$ cat config.mk
export PLATFORM = sky130hd
export DESIGN_NAME = base64_stream_encoder
export DESIGN_NICKNAME = d
export VERILOG_FILES = /design/src/b64enc_pkg.sv /design/src/b64enc_front.sv /design/src/b64enc_queue.sv /design/src/b64enc_back.sv /design/src/base64_stream_encoder.sv
export SDC_FILE = /design/constraint.sdc
export NUM_CORES = 1
export LEC_CHECK = 0
export BUFFER_PORTS_ARGS = -buffer_cell sky130_fd_sc_hd__buf_4
export CORE_ASPECT_RATIO = 0.5
export CORE_MARGIN = 2
export CORE_UTILIZATION = 36
export CTS_BUF_LIST = sky130_fd_sc_hd__clkbuf_16
export CTS_CLUSTER_SIZE = 14
export DETAILED_ROUTE_END_ITERATION = 7
export PLACE_DENSITY_LB_ADDON = 0.15
export SETUP_SLACK_MARGIN = 0.02
export SLEW_MARGIN = 20
export SYNTH_ARGS = -nofsm -noshare
export SYNTH_HDL_FRONTEND = slang
export SYNTH_SLANG_ARGS = --single-unit
$ cat constraint.sdc
create_clock -name clock -period 2.6 [get_ports clock]
set_input_delay 0.39 -clock clock [delete_from_list [all_inputs] [get_ports clock]]
set_output_delay 0.39 -clock clock [all_outputs]
set_load 0.02 [all_outputs]
$ cat src/b64enc_pkg.sv
package b64enc_pkg;

   localparam int QueueDepth = 2;
   localparam int SlotCount  = 4;

   localparam logic [7:0] PadChar = 8'h3d;

   // leftover bit counts held between bytes
   localparam logic [2:0] LeftNone = 3'd0;
   localparam logic [2:0] LeftTwo  = 3'd2;
   localparam logic [2:0] LeftFour = 3'd4;

   // One byte's worth of output characters, carried from the front to the back.
   typedef struct packed {
      logic [SlotCount-1:0][5:0] index;
      logic [SlotCount-1:0]      pad;
      logic [1:0]                last_slot;
      logic                      message_end;
   } job_type;

   function automatic logic [7:0] sym_to_ascii(input logic [5:0] sym);
      logic [7:0] wide;
      wide = {2'b00, sym};
      if (sym < 6'd26) begin
         return 8'(8'd65 + wide);
      end else if (sym < 6'd52) begin
         return 8'(8'd71 + wide);
      end else if (sym < 6'd62) begin
         return 8'(wide - 8'd4);
      end else if (sym == 6'd62) begin
         return 8'h2b;
      end else begin
         return 8'h2f;
      end
   endfunction

endpackage

$ cat src/b64enc_front.sv
module b64enc_front (
   input  logic                clock,
   input  logic                reset,
   input  logic                req_tvalid,
   output logic                req_tready,
   input  logic [7:0]          req_tdata,
   input  logic                req_tlast,
   output logic                job_valid,
   input  logic                job_ready,
   output b64enc_pkg::job_type job
);
   import b64enc_pkg::*;

   logic [3:0] leftover_bits_ff, leftover_bits_in;
   logic [2:0] leftover_count_ff, leftover_count_in;
   logic [1:0] chars_mod_four_ff, chars_mod_four_in;

   logic       accept;
   logic [5:0] sym0, sym1, flush_sym;
   logic [1:0] nsym;
   logic [3:0] new_bits;
   logic [2:0] new_count;
   logic       flush;
   logic [1:0] mod_data, mod_flush, pads;
   logic [2:0] total;

   assign req_tready = job_ready;
   assign job_valid  = req_tvalid;
   assign accept     = req_tvalid && job_ready;

   always_comb begin
      unique case (leftover_count_ff)
         LeftNone: begin
            sym0      = req_tdata[7:2];
            sym1      = 6'd0;
            nsym      = 2'd1;
            new_bits  = {2'b00, req_tdata[1:0]};
            new_count = LeftTwo;
         end
         LeftTwo: begin
            sym0      = {leftover_bits_ff[1:0], req_tdata[7:4]};
            sym1      = 6'd0;
            nsym      = 2'd1;
            new_bits  = req_tdata[3:0];
            new_count = LeftFour;
         end
         default: begin
            sym0      = {leftover_bits_ff, req_tdata[7:6]};
            sym1      = req_tdata[5:0];
            nsym      = 2'd2;
            new_bits  = 4'd0;
            new_count = LeftNone;
         end
      endcase
   end

   // pad the remaining bits with zeros on the right
   assign flush_sym = (new_count == LeftTwo) ? {new_bits[1:0], 4'd0} : {new_bits, 2'd0};
   assign flush     = req_tlast && (new_count != LeftNone);
   assign mod_data  = 2'(chars_mod_four_ff + nsym);
   assign mod_flush = 2'(mod_data + {1'b0, flush});
   assign pads      = req_tlast ? 2'(2'd0 - mod_flush) : 2'd0;
   assign total     = 3'({1'b0, nsym} + {2'b00, flush} + {1'b0, pads});

   always_comb begin
      job.index[0]    = sym0;
      job.index[1]    = (nsym == 2'd2) ? sym1 : flush_sym;
      job.index[2]    = 6'd0;
      job.index[3]    = 6'd0;
      job.pad[0]      = 1'b0;
      job.pad[1]      = (nsym != 2'd2) && !flush;
      job.pad[2]      = 1'b1;
      job.pad[3]      = 1'b1;
      job.last_slot   = 2'(total - 3'd1);
      job.message_end = req_tlast;
   end

   always_comb begin
      leftover_bits_in  = leftover_bits_ff;
      leftover_count_in = leftover_count_ff;
      chars_mod_four_in = chars_mod_four_ff;
      if (accept) begin
         if (req_tlast) begin
            leftover_bits_in  = 4'd0;
            leftover_count_in = LeftNone;
            chars_mod_four_in = 2'd0;
         end else begin
            leftover_bits_in  = new_bits;
            leftover_count_in = new_count;
            chars_mod_four_in = mod_data;
         end
      end
   end

   always_ff @(posedge clock) begin
      if (reset) begin
         leftover_bits_ff  <= 4'd0;
         leftover_count_ff <= LeftNone;
         chars_mod_four_ff <= 2'd0;
      end else begin
         leftover_bits_ff  <= leftover_bits_in;
         leftover_count_ff <= leftover_count_in;
         chars_mod_four_ff <= chars_mod_four_in;
      end
   end

   a_count_legal: assert property (@(posedge clock) disable iff (reset)
      leftover_count_ff == LeftNone || leftover_count_ff == LeftTwo ||
      leftover_count_ff == LeftFour)
      else $error("leftover count out of range");

   a_last_clears: assert property (@(posedge clock) disable iff (reset)
      accept && req_tlast |=> leftover_count_ff == LeftNone && chars_mod_four_ff == 2'd0)
      else $error("state not cleared after final byte");

   a_message_whole: assert property (@(posedge clock) disable iff (reset)
      accept && req_tlast |-> 2'(chars_mod_four_ff + total[1:0]) == 2'd0)
      else $error("message length not a multiple of four");

endmodule

$ cat src/b64enc_queue.sv
module b64enc_queue #(
   parameter int DEPTH = b64enc_pkg::QueueDepth
) (
   input  logic                clock,
   input  logic                reset,
   input  logic                in_valid,
   output logic                in_ready,
   input  b64enc_pkg::job_type in_job,
   output logic                out_valid,
   input  logic                out_ready,
   output b64enc_pkg::job_type out_job
);
   import b64enc_pkg::*;

   localparam int PtrW = (DEPTH > 1) ? $clog2(DEPTH) : 1;
   localparam int CntW = $clog2(DEPTH + 1);

   job_type         mem_ff [DEPTH];
   logic [PtrW-1:0] wr_ptr_ff, wr_ptr_in, rd_ptr_ff, rd_ptr_in;
   logic [CntW-1:0] fill_ff, fill_in;
   logic            push, pop;

   assign in_ready  = fill_ff != CntW'(DEPTH);
   assign out_valid = fill_ff != '0;
   assign out_job   = mem_ff[rd_ptr_ff];
   assign push      = in_valid && in_ready;
   assign pop       = out_valid && out_ready;

   always_comb begin
      wr_ptr_in = wr_ptr_ff;
      rd_ptr_in = rd_ptr_ff;
      fill_in   = fill_ff;
      if (push) begin
         wr_ptr_in = (wr_ptr_ff == PtrW'(DEPTH - 1)) ? '0 : PtrW'(wr_ptr_ff + 1'b1);
      end
      if (pop) begin
         rd_ptr_in = (rd_ptr_ff == PtrW'(DEPTH - 1)) ? '0 : PtrW'(rd_ptr_ff + 1'b1);
      end
      if (push && !pop) begin
         fill_in = CntW'(fill_ff + 1'b1);
      end else if (pop && !push) begin
         fill_in = CntW'(fill_ff - 1'b1);
      end
   end

   always_ff @(posedge clock) begin
      if (reset) begin
         wr_ptr_ff <= '0;
         rd_ptr_ff <= '0;
         fill_ff   <= '0;
      end else begin
         wr_ptr_ff <= wr_ptr_in;
         rd_ptr_ff <= rd_ptr_in;
         fill_ff   <= fill_in;
      end
   end

   always_ff @(posedge clock) begin
      if (push) begin
         mem_ff[wr_ptr_ff] <= in_job;
      end
   end

   a_fill_bound: assert property (@(posedge clock) disable iff (reset)
      fill_ff <= CntW'(DEPTH))
      else $error("queue overfilled");

endmodule

$ cat src/b64enc_back.sv
module b64enc_back (
   input  logic                clock,
   input  logic                reset,
   input  logic                job_valid,
   output logic                job_ready,
   input  b64enc_pkg::job_type job,
   output logic                rsp_tvalid,
   input  logic                rsp_tready,
   output logic [7:0]          rsp_tdata,
   output logic                rsp_tlast,
   output logic                rsp_tuser
);
   import b64enc_pkg::*;

   logic       valid_ff, valid_in;
   logic [1:0] slot_ff, slot_in;
   logic [7:0] char_ff, char_in;
   logic       run_end_ff, run_end_in;
   logic       msg_end_ff, msg_end_in;
   logic       load, take, slot_last;

   assign load      = !valid_ff || rsp_tready;
   assign take      = load && job_valid;
   assign slot_last = slot_ff == job.last_slot;
   assign job_ready = take && slot_last;

   always_comb begin
      valid_in   = valid_ff;
      slot_in    = slot_ff;
      char_in    = char_ff;
      run_end_in = run_end_ff;
      msg_end_in = msg_end_ff;
      if (load) begin
         valid_in = job_valid;
      end
      if (take) begin
         char_in    = job.pad[slot_ff] ? PadChar : sym_to_ascii(job.index[slot_ff]);
         run_end_in = slot_last;
         msg_end_in = slot_last && job.message_end;
         slot_in    = slot_last ? 2'd0 : 2'(slot_ff + 2'd1);
      end
   end

   always_ff @(posedge clock) begin
      if (reset) begin
         valid_ff <= 1'b0;
         slot_ff  <= 2'd0;
      end else begin
         valid_ff <= valid_in;
         slot_ff  <= slot_in;
      end
   end

   always_ff @(posedge clock) begin
      char_ff    <= char_in;
      run_end_ff <= run_end_in;
      msg_end_ff <= msg_end_in;
   end

   assign rsp_tvalid = valid_ff;
   assign rsp_tdata  = char_ff;
   assign rsp_tlast  = run_end_ff;
   assign rsp_tuser  = msg_end_ff;

   a_msg_implies_run: assert property (@(posedge clock) disable iff (reset)
      valid_ff && msg_end_ff |-> run_end_ff)
      else $error("message end without run end");

   a_pop_at_run_end: assert property (@(posedge clock) disable iff (reset)
      job_ready |=> valid_ff && run_end_ff)
      else $error("job released before its final character");

endmodule

$ cat src/base64_stream_encoder.sv
// Base64 encoder (standard alphabet, '=' padding). Each request carries one
// message byte in req_tdata, with req_tlast set on the final byte of the
// message. Characters come out one per response; rsp_tlast marks the last
// character produced by a byte and rsp_tuser the last character of the
// message, after which the encoder is ready for a new message. A byte
// produces one or two characters, and up to four on the final byte (flush
// plus padding). The output register sends one character per clock while
// rsp_tready is high, and the back end releases a byte's job only with
// its last character. The first character of a byte is registered in the
// job queue and then in the output register. Requests are taken every
// cycle while the job queue between the byte front end and the character
// back end has room.
module base64_stream_encoder #(
   parameter int QUEUE_DEPTH = b64enc_pkg::QueueDepth
) (
   input  logic       clock,
   input  logic       reset,
   input  logic       req_tvalid,
   output logic       req_tready,
   input  logic [7:0] req_tdata,  // [7:0] data_byte
   input  logic       req_tlast,  // last_byte
   output logic       rsp_tvalid,
   input  logic       rsp_tready,
   output logic [7:0] rsp_tdata,  // [7:0] out_char
   output logic       rsp_tlast,  // run_end
   output logic       rsp_tuser   // [0] message_end
);
   import b64enc_pkg::*;

   job_type front_job, back_job;
   logic    front_valid, front_ready, back_valid, back_ready;

   b64enc_front u_front (
      .clock      (clock),
      .reset      (reset),
      .req_tvalid (req_tvalid),
      .req_tready (req_tready),
      .req_tdata  (req_tdata),
      .req_tlast  (req_tlast),
      .job_valid  (front_valid),
      .job_ready  (front_ready),
      .job        (front_job)
   );

   b64enc_queue #(
      .DEPTH (QUEUE_DEPTH)
   ) u_queue (
      .clock     (clock),
      .reset     (reset),
      .in_valid  (front_valid),
      .in_ready  (front_ready),
      .in_job    (front_job),
      .out_valid (back_valid),
      .out_ready (back_ready),
      .out_job   (back_job)
   );

   b64enc_back u_back (
      .clock      (clock),
      .reset      (reset),
      .job_valid  (back_valid),
      .job_ready  (back_ready),
      .job        (back_job),
      .rsp_tvalid (rsp_tvalid),
      .rsp_tready (rsp_tready),
      .rsp_tdata  (rsp_tdata),
      .rsp_tlast  (rsp_tlast),
      .rsp_tuser  (rsp_tuser)
   );

endmodule

# After elaboration in Yosys (flattened, before gate mapping)
# Memories as Yosys holds them, arrays and structs flattened. A register that Yosys moved wholly into a read port is not among the register bits.
# Cells that the tools add are included.
# W data, S select, Z words.
# op_classes
eq_ne,7
add_sub_neg,14
reduce_logical,19
n_mux,28
n_lt_le_gt_ge,4
# op_table
op,n
$mux W6,4
$mux W8,3
$add A7 B6 Y8 const A,2
$bmux W6 S2,1
$lt A6 B6 Y1 const B,2
$mux W2,6
$pmux W6 S2,1
$logic_and A1 B1 Y1,9
$pmux W4 S2,1
$mux W1,7
$sub A6 B3 Y7 const B,1
$eq A3 B2 Y1 const B,2
$eq A6 B6 Y1 const B,1
$lt A6 B5 Y1 const B,1
$mux W3,2
$pmux W3 S2,1
$add A2 B1 Y2,2
$add A2 B1 Y2 const B,2
$add A2 B2 Y2,2
$logic_not A1 Y1,4
$mux W4,1
$ne A2 B2 Y1 const B,2
$reduce_bool A2 Y1,2
$sub A2 B1 Y2 const B,2
10 further kinds,11
# totals
ram_bits,32
n_memories,1
wordCells,84
register_bits,26
# mem_list
name,depth,width,rd,rd_clocked_by_memory_dff,write_ports,line,source
u_queue.mem_ff,2,16,1,1,1,b64enc_queue.sv:18,job_type mem_ff [DEPTH];

# Longest topological paths before layout
# Gate-level depths: netlist of run 1.
# depth
depth_word,9
depth_mapped,11
ltp_nobuf,8

# By module
# Synthesis of run 1 repeated with hierarchy kept, for this count alone.
# hier_totals
cells_unflattened,322
hier_area_um2,4239.1
# modules_own_cells
module,n_inst,seq_area_each_um2,area_each_um2,cells_each
b64enc_queue,1,1961.9,2448.6,120
b64enc_back,1,360.3,1046.0,102
b64enc_front,1,160.2,744.5,100

# Worst setup path before layout of run 1
# Ideal clock, no wire load.
# synth_timing
path_type,register to register
start,reg with a tool-made name
end,"reg u_back.char_ff[2], in the netlist u_back.rsp_tdata[2] (data pin)"
path_slack_ns,0.065
required_ns,2.334
t_arrival_ns,2.269
path_stages_with_launch,12
cell_sequence,dfxtp_1 buf_6 mux4_1 buf_2 nand2_1 ha_1 nor2_1 and3_4 buf_6 mux2i_1 o31ai_1 o31ai_1
# synth_rtl
element,line,source
end signal: assignment,b64enc_back.sv:55,char_ff <= char_in;
end: declaration,b64enc_back.sv:17,"logic [7:0] char_ff, char_in;"

==> flow_metrics.tcl, run 1 <==
set metrics [dict create \
    number_of_flops_mapped_to_enable_cells_by_yosys 42 \
    clk-insertion-delay-late_ns 0.32 \
    synth_ff_type "sky130_fd_sc_hd__edfxtp_1" \
    globalplace.congestion 0.851 \
    timing_worst_slew_pin_value_ns 0.748 \
    hold_slack_ns 0.352 \
    nFillCells 746 \
    grt_antenna_before_repair 0 \
    floorplan.rows 23 \
    detailedRoute.firstPassIterationCount 4 \
    layout.cells.most_common_list "sky130_fd_sc_hd__edfxtp_1 (42), sky130_fd_sc_hd__buf_4 (33), sky130_fd_sc_hd__nand2_1 (25)" \
    post-route-min-period_ns 2.37 \
    h-tree-depth 3 \
    worst_r2r_path_depth 8 \
    cpMaxStageDelayCell "sky130_fd_sc_hd__mux4_2" \
    number_of_top_level_pins 25 \
    grt_overflow 0 \
    cts-buffers-inserted 9 \
    cts.repair.resized 0 \
    total_leakage_power_nw 1.29 \
    nets 299 \
    detail_route.drc_violations 0 \
    crit-reg2reg-capture "u_back.rsp_tdata[2]" \
    wirelength_um 5750 \
    synth.lib_cells_used.distinct 46 \
    postSynthRegisterBits 58 \
    critical_path.cell_chain "mux4_2 -> nand2_1 -> ha_1 -> nor2_1 -> and3_4 -> mux2i_1 -> o31ai_1 -> o31ai_1" \
    timing.critical_path.to_type "flop" \
    ys_top_cells_by_area "sky130_fd_sc_hd__edfxtp_1 (44%), sky130_fd_sc_hd__dfxtp_1 (11%), sky130_fd_sc_hd__mux2i_1 (4.2%)" \
    slew-limit-headroom 0.501 \
    yosysTopAreaCell "sky130_fd_sc_hd__edfxtp_1" \
    syn_inst 251 \
    synth_area_um2 2890 \
    max-clock-path-buffers 2 \
    root_buffer "sky130_fd_sc_hd__clkbuf_16" \
    hpwl_um 4190 \
    drt-vias-per-instance 4.88 \
    buffer_count_from_post_cts_setup_fixing 0 \
    cts_tree "yes" \
    cp_max_fo 9 \
    crit_path_start_kind "flop" \
    initial_core_util 0.367 \
    routedWlPerCell_um 14.5 \
    port-buffer-count 24 \
    ant_nets 0 \
    cts_hold_buffers 0 \
    asyncSetResetFlopFracSynth 0 \
    sink_count 58 \
    first_pass_grt_wire_length_um 9230 \
    die_x_um 131 \
    fp.dieArea_um2 8810 \
    vias_in_the_first_global_route 1855 \
    num_antenna_cells 0 \
    post_synth.cell_area_avg_um2 11.5 \
    irDropWorstVdd_v 0.000454 \
    f_max_ghz 0.421 \
    power.density_nw_per_um2 1230 \
    grtUsageTotal 0.143 \
    worst_path_most_repeated_cell "sky130_fd_sc_hd__o31ai_1" \
    worst_ep_required_time_ns 2.65 \
    setup_viol 0 \
    regArea_um2 1580 \
    maxCapViolations 0 \
    critical-path-max-stage-delay_ns 0.59 \
    total_number_of_vias 1933 \
    finalPower_w 0.00433 \
    cts.reportedPaths.clkPinSlew_ns 0.05 \
    critPathKind "flop to flop" \
    synth.yosys.seq_area_share 0.547 \
    layout.cells.most_common "sky130_fd_sc_hd__edfxtp_1" \
    status "finished, final reports clean" \
    post-route-period-util 0.913 \
    final_max_slew_viol_count 0 \
    netlist.area_leader.share 0.436 \
    timing.reg2reg.setup_slack_ns 0.23 \
    yosysWarnings 0 \
    hold_viol 0 \
    core_area_um2 7890 \
    drive_gt1_frac 0.208 \
    multi_input_area_um2 1180 \
    clock_skew_ns 0.0103 \
    path_category_of_the_worst_min_delay_check "input port to flop" \
    crit_path_end "u_back.rsp_tdata[2]" \
    synthToLayoutAreaGrowth_pct 21.6 \
    synthesis.nets 271 \
    detail_route.iter0.violations 206 \
    rsz_0062_raised_after_global_routing "no" \
    setup-tns-final_ns 0 \
    worstPathArrival_ns 2.42 \
    floorplan.die.height_um 67.4 \
    grt_max_degree 29 \
]
## synthesized netlist by cell type, drive strengths merged, types with 2 or more instances
cell type and number:
o21ai 13, a21oi 20, nor2 18, xor2 5, nand3 6, xnor2 8, nor4 3, and2 3
clkbuf 9, ha 7, a311o 2, nor2b 2, a22oi 2, nand2b 3, buf 8, mux2 3
o31ai 4, inv 9, a211oi 2, and3 2, edfxtp 42, dfxtp 16, mux4 6, mux2i 12
a22o 2, nand4 7, or3 2, nand2 25
## power breakdown
group	internal [W]	leakage, nW	switching (W)
Clock	0.000826	0.154	0.000391
Sequential	0.00131	0.528	0.000100
Combinational	0.000741	0.609	0.000964
## flip-flops by register name (all words and copies together) (netlist names), named ones only
| signal | cells |
|---|---|
| u_queue.rd_ptr_ff | 1 |
| u_front.leftover_count_ff | 2 |
| u_back.rsp_tvalid | 1 |
| u_back.slot_ff | 2 |
| u_queue.fill_ff | 2 |
| u_front.chars_mod_four_ff | 2 |
| u_queue.wr_ptr_ff | 1 |
| u_back.rsp_tdata | 8 |
| u_queue.mem_ff | 32 |
| u_front.leftover_bits_ff | 4 |
| u_back.rsp_tuser | 1 |
| u_back.rsp_tlast | 1 |
## logic make-up (layout without fill, tap and decap cells)
logic type | Yosys count | after routing | synth area share
compound gates | 51 | 51 | 0.108
xor+xnor | 13 | 13 | 0.0394
fa+ha+maj | 7 | 7 | 0.0303
buf+inv | 27 | 60 | 0.0454
flops | 58 | 58 | 0.547
mux | 21 | 21 | 0.105
simple gates | 74 | 74 | 0.125
## per-stage QoR
stage	setup slack [ns]	cell area (um^2)	utilization	cells
after floorplan	0.0648	2890	-	251
after global placement	0.221	3210	0.407	380
after detailed placement	0.181	3210	0.407	380
after CTS	0.139	3520	0.446	396
after global routing	0.0781	3520	0.446	396
final	0.227	3520	0.446	396
## metal layers
layer | part of all wire | routed length [um] | track usage | vias to the layer above
li1 | - | - | - | 984
met1 | 0.51 | 2950 | 0.194 | 905
met2 | 0.44 | 2540 | 0.222 | 40
met3 | 0.037 | 213 | 0.0404 | 4
met4 | 0.0083 | 48 | 0.0479 | 0
met5 | 0 | 0 | 0 | -
## worst max-delay path: cells and delay by family (launching register included)
| kind | cells | cell delay, ns |
|---|---|---|
| mux | 2 | 0.71 |
| simple gates | 3 | 0.43 |
| flops | 1 | 0.39 |
| compound gates | 2 | 0.36 |
| fa+ha+maj | 1 | 0.22 |
## layout make-up
type | instances | share of cell area
Multi-Input combinational cell | 166 | 0.335
Sequential cell | 58 | 0.450
Inverter | 10 | 0.0107
Clock buffer | 9 | 0.0640
Timing Repair Buffer | 34 | 0.0761
Clock inverter | 7 | 0.0242
Tap cell | 112 | 0.0398
## worst min path at each step
| stage | cells past startpoint | end | from |
|---|---|---|---|
| 2_1_floorplan | 2 | u_front.leftover_bits_ff[2] | u_front.leftover_bits_ff[2] |
| 3_3_place_gp | 2 | u_front.leftover_bits_ff[2] | u_front.leftover_bits_ff[2] |
| 3_5_place_dp | 2 | u_front.leftover_bits_ff[3] | u_front.leftover_bits_ff[3] |
| 4_1_cts | 3 | u_back.rsp_tvalid | rsp_tready |
| 5_1_grt | 3 | u_back.rsp_tvalid | rsp_tready |
| 6_report | 1 | u_queue.mem_ff[0][0] | req_tlast |
No activity file was read; power rests on OpenSTA's default activity.
==> run 2, diff against run 1 <==
--- a/config.mk
+++ b/config.mk
@@ -6,10 +6,12 @@
 export NUM_CORES = 1
 export LEC_CHECK = 0
 export BUFFER_PORTS_ARGS = -buffer_cell sky130_fd_sc_hd__buf_4
+export CELL_PAD_IN_SITES_DETAIL_PLACEMENT = 1
+export CELL_PAD_IN_SITES_GLOBAL_PLACEMENT = 1
 export CORE_ASPECT_RATIO = 0.5
-export CORE_MARGIN = 2
 export CORE_UTILIZATION = 36
 export CTS_BUF_LIST = sky130_fd_sc_hd__clkbuf_16
+export CTS_CLUSTER_DIAMETER = 120
 export CTS_CLUSTER_SIZE = 14
 export DETAILED_ROUTE_END_ITERATION = 7
 export PLACE_DENSITY_LB_ADDON = 0.15
==> run 2 against run 1 <==
Cell count decreased by 1.0%; combinational power about the same; non-clock buffer count is 1 higher; design area fell by 2.0%; clock power down 18%; setup slack about the same; die area is 4.5% lower.
==> flow_metrics.tcl, run 2 (synthesized netlist as in run 1, its figures left out) <==
set metrics [dict create \
    worst_r2r_path_depth 7 \
    root_buffer "sky130_fd_sc_hd__clkbuf_16" \
    synthToLayoutAreaGrowth_pct 19.3 \
    cts_tree "yes" \
    timing.critical_path.to_type "flop" \
    place_ws_ns 0.0760 \
    number_of_top_level_pins 25 \
    final_max_slew_viol_count 0 \
    irDropWorstVdd_v 0.000377 \
    maxCapViolations 0 \
    path_buf_inv 1 \
    f_max_ghz 0.421 \
    crit_path_start_kind "flop" \
    worstPathArrival_ns 2.43 \
    finalCoreUtilization 0.457 \
    cts.reportedPaths.clkPinSlew_ns 0.05 \
    post-route-period-util 0.913 \
    critical-path-top-delay-family "multiplexers" \
    max-clock-path-buffers 2 \
    cts-buffers-inserted 9 \
    timing_worst_slew_pin_value_ns 0.766 \
    cpMaxStageDelayCell "sky130_fd_sc_hd__mux4_1" \
    detailedRoute.firstPassIterationCount 4 \
    timing.hold.worst.start "req_tdata[1]" \
    grt_max_degree 29 \
    routedWlPerCell_um 15.9 \
    status "finished, final reports clean" \
    nets 300 \
    port-buffer-count 24 \
    grt_overflow 0 \
    layout.cells.most_common_list "sky130_fd_sc_hd__edfxtp_1 (42), sky130_fd_sc_hd__buf_4 (35), sky130_fd_sc_hd__nand2_1 (25)" \
    worst_path_most_repeated_cell "sky130_fd_sc_hd__o31ai_1" \
    vias_in_the_first_global_route 2010 \
    hpwl_um 4540 \
    die_x_um 129 \
    total_number_of_vias 2009 \
    min_to "u_front.leftover_bits_ff[1]" \
    crit-reg2reg-capture "u_back.rsp_tdata[2]" \
    nFillCells 849 \
    critical-path-max-stage-delay_ns 0.64 \
    timing.final.ws_setup_ns 0.227 \
    first_pass_grt_wire_length_um 10400 \
    power.density_nw_per_um2 1200 \
    grtUsageTotal 0.170 \
    worst_ep_required_time_ns 2.66 \
    sink_count 58 \
    clk-insertion-delay-late_ns 0.33 \
    detail_route.drc_violations 0 \
    grt_antenna_before_repair 0 \
    cp_max_fo 6 \
    floorplan.die.height_um 65.4 \
    initial_core_util 0.383 \
    globalplace.congestion 0.868 \
    total_leakage_power_nw 1.27 \
    wirelength_um 6230 \
    setup_viol 0 \
    critical_path.cell_chain "buf_4 -> mux4_1 -> nand2_1 -> ha_1 -> mux2i_1 -> o31ai_1 -> o31ai_1" \
    largest_reg_flops 32 \
    critPathKind "flop to flop" \
    setup-tns-final_ns 0 \
    cp_num_cells 7 \
    layout.cells.most_common "sky130_fd_sc_hd__edfxtp_1" \
    ant_nets 0 \
    min_delay_path_depth 3 \
    fp.dieArea_um2 8420 \
    wirelength_met1_um 3160 \
    met2_length_um 2710 \
    post-route-min-period_ns 2.37 \
    detail_route.iter0.violations 104 \
    largest-register "u_queue.mem_ff" \
    slew-limit-headroom 0.489 \
    buffer_count_from_post_cts_setup_fixing 0 \
    timing.reg2reg.setup_slack_ns 0.23 \
    hold_viol 0 \
    clock_skew_ns 0.00784 \
    placedInstanceArea_um2 3200 \
    rsz_0062_raised_after_global_routing "no" \
    fin_area_um2 3450 \
    drt-vias-per-instance 5.13 \
    met3_length_um 280 \
    path_category_of_the_worst_min_delay_check "input port to flop" \
    h-tree-depth 3 \
    drive_gt1_frac 0.204 \
    highest_layer "met4" \
    num_antenna_cells 0 \
    core_area_um2 7540 \
    floorplan.rows 22 \
]
[run 2: cell types whose count changed in the layout (fill, tap and decap cells not counted), sizes merged]
| cell | before | now |
|---|---|---|
| bufinv | 2 | 0 |
| clkinv | 4 | 6 |
| clkinvlp | 1 | 0 |
| buf | 34 | 35 |
[run 2: where the power goes]
group	total, W	internal [W]	switching [W]
clock	0.00100	0.000621	0.000380
sequential	0.00142	0.00131	0.000112
combinational	0.00172	0.000739	0.000979
[run 2: metrics by stage]
step | instances | hold slack [ns] | power, W
floorplan | 251 | 0.432 | 0.00266
global placement | 377 | 0.443 | 0.00310
detailed placement | 377 | 0.446 | 0.00317
CTS | 392 | 0.349 | 0.00418
global route | 392 | 0.357 | 0.00442
finish | 392 | 0.357 | 0.00414
[run 2: layer usage]
metal,vias up,GRT usage
met2,35,0.253
li1,979,-
met3,9,0.0594
met1,986,0.229
met5,-,0
met4,0,0.0618
[run 2: how the worst max path moves through the flow]
| stage | startpoint | endpoint | slack, ns |
|---|---|---|---|
| 6_report | flop | u_back.rsp_tdata[2] | 0.23 |
| 5_1_grt | flop | u_back.rsp_tdata[2] | 0.06 |
| 4_1_cts | flop | u_back.rsp_tdata[2] | 0.07 |
| 3_5_place_dp | flop | u_back.rsp_tdata[2] | 0.08 |
| 3_3_place_gp | flop | u_back.rsp_tdata[3] | 0.15 |
| 2_1_floorplan | flop | u_back.rsp_tdata[2] | 0.06 |
[run 2: area by class of cell]
type	instances	area, um^2	area share
clock inverters	6	26.3	0.00762
multi-input cells	166	1180	0.342
clock buffers	9	225	0.0653
inverters	10	37.5	0.0109
repair buffers	35	263	0.0762
well taps	108	135	0.0392
flip-flops and latches	58	1580	0.459
[run 2: worst min-delay path, delay by kind of cell]
family,cells,cell delay (ns)
buf+inv,1,0.12
simple gates,1,0.06
compound gates,1,0.06
[run 2: timing repair]
item,CTS,global route
resized for setup,0,1
endpoints found under the setup margin,0,5
hold buffers,0,0
==> run 3, diff against run 2 <==
--- a/config.mk
+++ b/config.mk
@@ -6,6 +6,7 @@
 export NUM_CORES = 1
 export LEC_CHECK = 0
 export BUFFER_PORTS_ARGS = -buffer_cell sky130_fd_sc_hd__buf_4
+export CAP_MARGIN = 20
 export CELL_PAD_IN_SITES_DETAIL_PLACEMENT = 1
 export CELL_PAD_IN_SITES_GLOBAL_PLACEMENT = 1
 export CORE_ASPECT_RATIO = 0.5
==> constraint.sdc (replaced) <==
create_clock -name clock -period 2.3 [get_ports clock]
set_input_delay 0.345 -clock clock [delete_from_list [all_inputs] [get_ports clock]]
set_output_delay 0.345 -clock clock [all_outputs]
set_load 0.02 [all_outputs]
==> run 3 against run 2 <==
Non-clock buffer count grew 14; fmax increased by 6.3%; largest cell class unchanged; wire length is 6.8% higher; cell count rose by 4.1%.
==> flow_metrics.tcl, run 3 (synthesized netlist as in run 1, its figures left out) <==
set metrics [dict create \
    status "finished, final reports clean" \
    finalCoreUtilization 0.484 \
    timing.final.ws_setup_ns 0.0670 \
    timing.reg2reg.setup_slack_ns 0.07 \
    floorplan.rows 22 \
    grt_overflow 0 \
    f_max_ghz 0.448 \
    total_number_of_vias 2055 \
    detail_route.drc_violations 0 \
    grt_max_degree 29 \
    nFillCells 836 \
    total_leakage_power_nw 1.36 \
    grt_antenna_before_repair 0 \
    sink_count 58 \
    number_of_top_level_pins 25 \
    h-tree-depth 3 \
    worst_ep_required_time_ns 2.36 \
    slew-limit-headroom 0.593 \
    power.density_nw_per_um2 1420 \
    min_delay_path_depth 1 \
    min_to "u_queue.mem_ff[1][0]" \
    hpwl_um 4720 \
    post-route-period-util 0.971 \
    worst_r2r_path_depth 8 \
    irDropWorstVdd_v 0.000517 \
    multi_input_area_um2 1230 \
    place_ws_ns 0.00997 \
    setup_viol 0 \
    clk-insertion-delay-late_ns 0.33 \
    die_x_um 129 \
    globalplace.congestion 0.887 \
    vias_in_the_first_global_route 2103 \
    port-buffer-count 24 \
    core_area_um2 7540 \
    rsz_0062_raised_after_global_routing "yes" \
    critPathKind "flop to flop" \
    timing.hold.worst.start "req_tlast" \
    initial_core_util 0.383 \
    largest_reg_flops 32 \
    hold_slack_ns 0.303 \
    layout.cells.most_common "sky130_fd_sc_hd__buf_4" \
    layout.cells.non_filler 408 \
    crit-reg2reg-capture "u_back.rsp_tdata[2]" \
    drt-vias-per-instance 5.04 \
    worstPathArrival_ns 2.29 \
    root_buffer "sky130_fd_sc_hd__clkbuf_16" \
    routedWlPerCell_um 16.3 \
    largest-register "u_queue.mem_ff" \
    cp_max_fo 7 \
    regArea_um2 1590 \
    grtUsageTotal 0.177 \
    path_category_of_the_worst_min_delay_check "input port to flop" \
    fp.dieArea_um2 8420 \
    maxCapViolations 0 \
    nets 315 \
    max-clock-path-buffers 2 \
    cts.reportedPaths.clkPinSlew_ns 0.05 \
    cts-buffers-inserted 9 \
    detail_route.iter0.violations 81 \
    floorplan.die.height_um 65.4 \
    layout.cells.most_common_list "sky130_fd_sc_hd__buf_4 (48), sky130_fd_sc_hd__edfxtp_1 (42), sky130_fd_sc_hd__nand2_1 (23)" \
    first_pass_grt_wire_length_um 10600 \
    timing_worst_slew_pin_value_ns 0.610 \
    drive_gt1_frac 0.280 \
    cts_tree "yes" \
    clock_skew_ns 0.00884 \
    detailedRoute.firstPassIterationCount 4 \
    wirelength_um 6650 \
    post-route-min-period_ns 2.23 \
    ant_nets 0 \
    timing.critical_path.to_type "flop" \
    crit_path_start_kind "flop" \
    synthToLayoutAreaGrowth_pct 26.2 \
    post-place-cells 387 \
    final_max_slew_viol_count 0 \
    hold_viol 0 \
    num_antenna_cells 0 \
]
==> run 3: per-stage QoR <==
stage	area [um^2]	power [W]	setup TNS [ns]
5_1_grt	3650	0.00550	-0.0428
3_5_place_dp	3300	0.00375	0
6_report	3650	0.00517	0
3_3_place_gp	3300	0.00371	0
4_1_cts	3590	0.00508	0
2_1_floorplan	2930	0.00308	-0.0329
==> run 3: how the worst max path moves through the flow <==
stage / startpoint / to / slack [ns] / cells past startpoint
final: flop / u_back.rsp_tdata[2] / 0.07 / 8
after CTS: flop / u_back.rsp_tdata[2] / 0.04 / 8
after detailed placement: flop / u_back.rsp_tdata[2] / 0.01 / 8
after floorplan: flop / u_back.rsp_tdata[2] / -0.03 / 11
after global placement: flop / u_back.rsp_tdata[2] / 0.07 / 8
after global routing: flop / u_back.rsp_tdata[2] / -0.03 / 8
==> run 3: final cells by class <==
type                    instances  share of cell area
clock buffers                   9              0.0617
clock inverters                 7              0.0171
inverters                      10              0.0103
multi-input cells             167               0.337
flip-flops and latches         58               0.435
well taps                     108              0.0370
repair buffers                 49               0.102
==> run 3: layer usage <==
layer / global-route usage / vias to the layer above / part of all wire
met2: 0.270 / 31 / 0.44
li1: - / 1013 / -
met1: 0.219 / 1001 / 0.50
met3: 0.0765 / 10 / 0.039
met4: 0.0794 / 0 / 0.020
met5: 0 / - / 0
==> run 3: critical path, stage by stage (launching register included) <==
cell and delay, ns:
sky130_fd_sc_hd__dfxtp_4 0.39, sky130_fd_sc_hd__mux4_2 0.61, sky130_fd_sc_hd__nand2_4 0.11, sky130_fd_sc_hd__ha_4 0.17, sky130_fd_sc_hd__nor2_4 0.04, sky130_fd_sc_hd__and3_4 0.19, sky130_fd_sc_hd__mux2i_1 0.12, sky130_fd_sc_hd__o31ai_1 0.23
sky130_fd_sc_hd__o31ai_1 0.11
==> run 3: what timing repair did <==
action | in CTS | in global routing
setup buffers | 0 | 4
hold buffers | 0 | 0
pin swaps | 0 | 7
resized for setup | 1 | 8
endpoints found under the setup margin | 2 | 5
cloned | 0 | 1
==> run 3: where the power goes <==
group	internal, W	leakage, nW	total [W]	switching, W
Sequential	0.00148	0.529	0.00161	0.000126
Clock	0.000823	0.144	0.00127	0.000451
Combinational	0.00104	0.686	0.00228	0.00124
Total	0.00335	1.36	0.00517	0.00182
